$ cat config.mk
export PLATFORM = sky130hd
export DESIGN_NAME = lss_queue
export DESIGN_NICKNAME = d
export VERILOG_FILES = /design/src/design/lss_pkg.sv /design/src/design/lss_queue.sv
export SDC_FILE = /design/constraint.sdc
export NUM_CORES = 1
export LEC_CHECK = 0
export BUFFER_PORTS_ARGS = -buffer_cell sky130_fd_sc_hd__buf_2
export CAP_MARGIN = 20
export CORE_UTILIZATION = 32
export CTS_CLUSTER_SIZE = 28
export DETAILED_ROUTE_END_ITERATION = 8
export SYNTH_ARGS = -nofsm -noshare
export SYNTH_HDL_FRONTEND = slang
export SYNTH_SLANG_ARGS = --single-unit
$ cat constraint.sdc
create_clock -name clk -period 14.4 [get_ports clk]
set_input_delay 2.88 -clock clk [delete_from_list [all_inputs] [get_ports clk]]
set_output_delay 2.88 -clock clk [all_outputs]
set_load 0.01 [all_outputs]
$ cat src/design/lss_pkg.sv
package lss_pkg;

    localparam int COORD_W = 32;
    localparam int DIFF_W  = COORD_W + 1;
    localparam int PROD_W  = 2 * DIFF_W;
    localparam int SUM_W   = PROD_W + 2;
    localparam int DOT_W   = PROD_W + 1;
    localparam int S_W     = PROD_W;
    localparam int FRAC_W  = 16;
    localparam int Q_W     = 32;
    localparam int M_W     = 64;
    localparam int SR_W    = Q_W + 2;
    localparam int W_STEPS = Q_W;
    localparam int D_STEPS = M_W;
    localparam int STEPS   = M_W + Q_W;
    localparam int QDEPTH  = 4;
    localparam int QPTR_W  = $clog2(QDEPTH);

    localparam logic [COORD_W-1:0] SAT_MAX = {1'b0, {(COORD_W-1){1'b1}}};
    localparam logic [COORD_W-1:0] SAT_MIN = {1'b1, {(COORD_W-1){1'b0}}};

    // One classified item as it waits between the front and back parts.
    typedef struct packed {
        logic [S_W-1:0]          s;
        logic signed [DOT_W-1:0] t0;
        logic signed [DOT_W-1:0] t1;
        logic                    degen;
    } item_t;

    typedef struct packed {
        logic [S_W-1:0] s;
        logic           degen;
        logic           s_one;
        logic           neg0;
        logic           neg1;
        logic [S_W-1:0] mag0;
        logic [S_W-1:0] mag1;
    } mag_t;

    typedef struct packed {
        logic [S_W-1:0]  s;
        logic            degen;
        logic            s_one;
        logic            neg0;
        logic            neg1;
        logic            ovf0;
        logic            ovf1;
        logic [S_W-1:0]  wr0;
        logic [S_W-1:0]  wr1;
        logic [Q_W-1:0]  wl0;
        logic [Q_W-1:0]  wl1;
        logic [Q_W-1:0]  wq0;
        logic [Q_W-1:0]  wq1;
        logic [S_W-1:0]  dr;
        logic [M_W-1:0]  dq;
        logic [SR_W-1:0] sr;
        logic [Q_W-1:0]  root;
    } stage_t;

endpackage

$ cat src/design/lss_queue.sv
module lss_queue
(
    input  logic           clk,
    input  logic           rst_n,
    input  logic           push,
    input  lss_pkg::item_t push_item,
    output logic           queue_ready,
    input  logic           pop,
    output logic           queue_valid,
    output lss_pkg::item_t pop_item
);

    lss_pkg::item_t               mem_reg [lss_pkg::QDEPTH];
    logic [lss_pkg::QPTR_W-1:0]   wr_ptr_reg;
    logic [lss_pkg::QPTR_W-1:0]   rd_ptr_reg;
    logic [lss_pkg::QPTR_W:0]     count_reg;

    assign queue_ready = (count_reg != (lss_pkg::QPTR_W+1)'(lss_pkg::QDEPTH));
    assign queue_valid = (count_reg != '0);
    assign pop_item    = mem_reg[rd_ptr_reg];

    always_ff @(posedge clk or negedge rst_n)
    begin
        if (!rst_n)
        begin
            wr_ptr_reg <= '0;
            rd_ptr_reg <= '0;
            count_reg  <= '0;
        end
        else
        begin
            if (push)
            begin
                wr_ptr_reg <= wr_ptr_reg + 1'b1;
            end
            if (pop)
            begin
                rd_ptr_reg <= rd_ptr_reg + 1'b1;
            end
            if (push && !pop)
            begin
                count_reg <= count_reg + 1'b1;
            end
            else if (pop && !push)
            begin
                count_reg <= count_reg - 1'b1;
            end
        end
    end

    always_ff @(posedge clk)
    begin
        if (push)
        begin
            mem_reg[wr_ptr_reg] <= push_item;
        end
    end

endmodule

# Word-level counts from Yosys, hierarchy flattened
# Memories as Yosys holds them, arrays and structs flattened.
# Index checks and enable logic that the tools add are counted.
word_totals:
  ram_bits: 804
  memories: 1
  ff_bits: 7
  out_inout_bits: 203
  wordCells: 19
mem_list:
  columns: ["memory", "words", "word_bits", "rd", "rd_clocked_by_memory_dff", "write_ports", "line", "source"]
  rows:
  - ["mem_reg", 4, 201, 1, 0, 1, "lss_queue.sv:13", "lss_pkg::item_t mem_reg [lss_pkg::QDEPTH];"]
op_classes:
  n_reduce_logical: 6
  mux: 4
  eq_ne: 1
  add_sub_neg: 4
ops:
  columns: ["cell", "n"]
  rows:
  - ["3-bit 2-to-1 mux", 2]
  - ["2-bit by 1-bit adder with 2-bit output (second input constant)", 2]
  - ["3-bit by 1-bit adder with 3-bit output (second input constant)", 1]
  - ["3-bit != test (second input constant)", 1]
  - ["3-bit nonzero test", 1]
  - ["3-bit by 1-bit subtractor with 3-bit output (second input constant)", 1]
  - ["1-bit logical AND", 2]
  - ["1-bit zero test", 2]
  - ["1-bit 2-to-1 mux", 2]
  - ["2-bit nonzero test", 1]

# Longest topological paths before layout
depth:
  depth_word: 4
  mapped_depth: 7
  ltp_nobuf: 7

# Least setup slack after synthesis
# OpenSTA, ideal clock, no wires.
synth_path:
  path_type: "in2reg"
  start: "input port push"
  end: "memory mem_reg[3][0] (netlist name) (enable)"
  t_arrival_ps: 7440
  path_stages: 1
  slack_ps: 6375
  setup_ps: 585
  cell_sequence: "and2_1"
synth_via:
  elab_chain_len: 2
synth_rtl:
  columns: ["item", "line", "source"]
  rows:
  - ["from (decl)", "lss_queue.sv:5", "input logic push,"]
  - ["1-bit 2-to-1 mux", "lss_queue.sv:53", "if (push)"]
  - ["1-bit 2-to-1 mux (implied by the code)", "lss_queue.sv:55", "mem_reg[wr_ptr_reg] <= push_item;"]
  - ["to (decl)", "lss_queue.sv:13", null]
# Every way passes these cells.

==> flow_metrics.py <==
metrics = {
    "final_layout": {
        "final_cell_mix": "edfxtp_1 (804), buf_2 (407), mux4_2 (201), clkbuf_16 (89), clkinv_1 (19)",
        "num-nets-final": 1764,
        "multi_input_area_um2": 4740,
        "area_growth_pct": 20.8,
        "drive_gt1_share_pct": 46.5,
        "register_area_um2": 24300,
        "largest_reg_flops": 804,
        "final_common_cell": "edfxtp_1",
        "nFillCells": 8100,
    },
    "clocking": {
        "cts_hold_buf": 0,
        "cts_root_buffer": "clkbuf_16",
        "clk_pin_slew_worst_paths_ns": 0.06,
        "clock_latency_ns": 0.66,
        "cts_buffers": 86,
        "cts_resized": 0,
        "postCtsSetupBuffers": 0,
        "cts_max_level": 3,
        "clock_sinks": 811,
        "cts_tree": "done",
        "cts_buffer_depth": 3,
    },
    "placed_design": {
        "dp_hpwl_mm": 34.8,
        "gp_congestion": 0.729,
        "io_buffers": 407,
    },
    "pwr": {
        "pwr-share-seq_pct": 44.0,
        "p_per_area_nw_per_um2": 207,
        "p_clk_share_pct": 29.3,
        "p_switching_mw": 2.11,
        "p_leak_nw": 11.9,
        "combPwrFrac_pct": 26.7,
        "p_int_mw": 5.25,
        "totalPowerFinal_mw": 7.35,
        "ir_worst_vdd_mv": 0.139,
        "switching_share_pct": 28.7,
    },
    "routing": {
        "viasPerCell": 4.67,
        "wl_per_cell_um": 20.7,
        "vias": 13077,
        "ant_nets": 0,
        "wirelength_mm": 58.0,
        "dr.pass1.iters": 5,
        "drcViolationCount": 0,
        "initialDrtViolationCount": 844,
    },
    "sta": {
        "setup_viol": 0,
        "worst_slew_pin_slew_ns": 0.988,
        "finalClockSkew_ns": 0.0232,
        "slew_headroom_pct": 34.2,
        "max_freq_mhz": 145,
        "hold_violations": 0,
        "min_period_over_period_pct": 47.8,
        "layout_min_cycle_time_ns": 6.89,
        "drv_slew": 0,
        "fin_tns_setup_ns": 0,
        "rsz0062_at_grt": "false",
    },
    "global_route": {
        "overflow": 0,
        "grt_use_total_pct": 12.5,
        "grt_pass1_vias": 14185,
        "grt_start_max_net_pins": 89,
        "grt_pass1_wl_mm": 88.1,
        "grt_antenna_before_repair": 19,
    },
    "worst_setup_path": {
        "reg2reg_depth": 5,
        "arrival_ns": 4.01,
        "setup.worst_path.class": "reg -> out",
        "cp-end-kind": "primary output",
        "start_kind": "flip-flop",
        "critPathMaxFanout": 44,
        "critPathRequiredTime_ns": 11.52,
    },
    "logic_synthesis": {
        "ys_ff_latch": 811,
        "yosys-top-cells-area": "edfxtp_1 (82%), mux4_2 (15%), buf_6 (0.73%), dfrtp_1 (0.60%), buf_2 (0.34%)",
        "syn-num-nets": 1296,
        "syn_area_um2": 29400,
        "synthCells": 1085,
        "synth.avg_cell_area_um2": 27.1,
        "synth-warning-count": 0,
        "synth_cell_type_count": 20,
        "yosysSeqAreaShare_pct": 82.7,
        "synth_top_area_share_pct": 82.1,
        "netlist.top_cell.by_area": "edfxtp_1",
    },
    "floorplan": {
        "rows": 110,
        "ioPinCount": 408,
        "initial_core_util_pct": 32.5,
        "core_area_um2": 90600,
        "die_w_um": 305,
        "dieArea_um2": 93100,
        "die_h_um": 305,
    },
    "flow_run": {
        "maxCapViolCount": 0,
    },
    "worst_hold_path": {
        "min_path_type": "reg -> reg",
        "hold_depth": 1,
    },
    "outcome": {
        "status": "finished, final reports clean",
    },
}
stage by stage:
stage | area (µm²) | setup slack, ns | utilization [%] | instances | hold slack (ns)
global route | 35500 | 7.04 | 39.2 | 2797 | 0.557
CTS | 35500 | 7.24 | 39.2 | 2796 | 0.527
floorplan | 29400 | 6.37 | - | 1085 | 0.455
finish | 35500 | 7.51 | 39.2 | 2800 | 0.515
global placement | 32700 | 8.04 | 36.1 | 2641 | 0.473
detailed placement | 32700 | 8.00 | 36.1 | 2641 | 0.515
metal layers:
layer | global-route usage [%] | part of all wire [%]
met5 | 0 | 0.37
met4 | 3.91 | 2.3
met3 | 5.07 | 8.7
met2 | 20.2 | 49
met1 | 15.3 | 40
synth_stat cells:
cell type	count
mux2_2	1
buf_2	20
nor2_1	2
and2_1	4
buf_6	19
o21ai_0	1
nand2_1	3
buf_8	1
inv_1	4
dfrtp_1	7
fa_1	1
buf_4	1
xnor2_1	2
ha_1	5
edfxtp_1	804
mux4_2	201
buf_1	1
clkbuf_1	3
xor2_1	4
or3_1	1
layout make-up:
type,count,share of cell area (%)
flip-flops and latches,811,68.5
clock buffers,107,6.52
clock inverters,48,1.31
inverters,4,0.0423
multi-input cells,225,13.3
repair buffers,425,6.15
diodes,4,0.0282
well taps,1176,4.14
critical path, cell delays in order (launching register included):
cell and delay (ns):
dfrtp_4 1.02, buf_4 0.68, buf_4 0.77, mux4_2 0.61
buf_2 0.16
power groups by stage:
stage	sequential, mW	clock, mW	combinational, mW
5_1_grt	3.28	2.31	2.12
3_5_place_dp	3.30	0	2.02
2_1_floorplan	3.29	0	1.36
6_report	3.24	2.15	1.96
4_1_cts	3.25	2.22	2.03
3_3_place_gp	3.27	0	2.01
logic make-up after synthesis:
family	count (synthesis)	share of synthesized area, %
muxes	202	15.4
xor gates and xnor gates	6	0.179
DFF	811	82.7
and+or+nand+nor	10	0.170
AOI/OAI and AO/OA	1	0.0170
adders and majority gates	6	0.281
buffers and inverters	49	1.25
worst paths after layout:
path	from	to	slack (ns)
min in group asynchronous	rst_n	count_reg[1]$_DFFE_PN0P_	2.07
min	count_reg[2]$_DFFE_PN0P_	count_reg[2]$_DFFE_PN0P_	0.51
min reg2reg	count_reg[2]$_DFFE_PN0P_	count_reg[2]$_DFFE_PN0P_	0.51
max in group asynchronous	rst_n	rd_ptr_reg[1]$_DFFE_PN0P_	12.15
max	rd_ptr_reg[0]$_DFFE_PN0P_	pop_item[87]	7.51
max reg2reg	wr_ptr_reg[1]$_DFFE_PN0P_	mem_reg[1][85]$_DFFE_PP_	11.13
(Power assumes the default switching activity.)
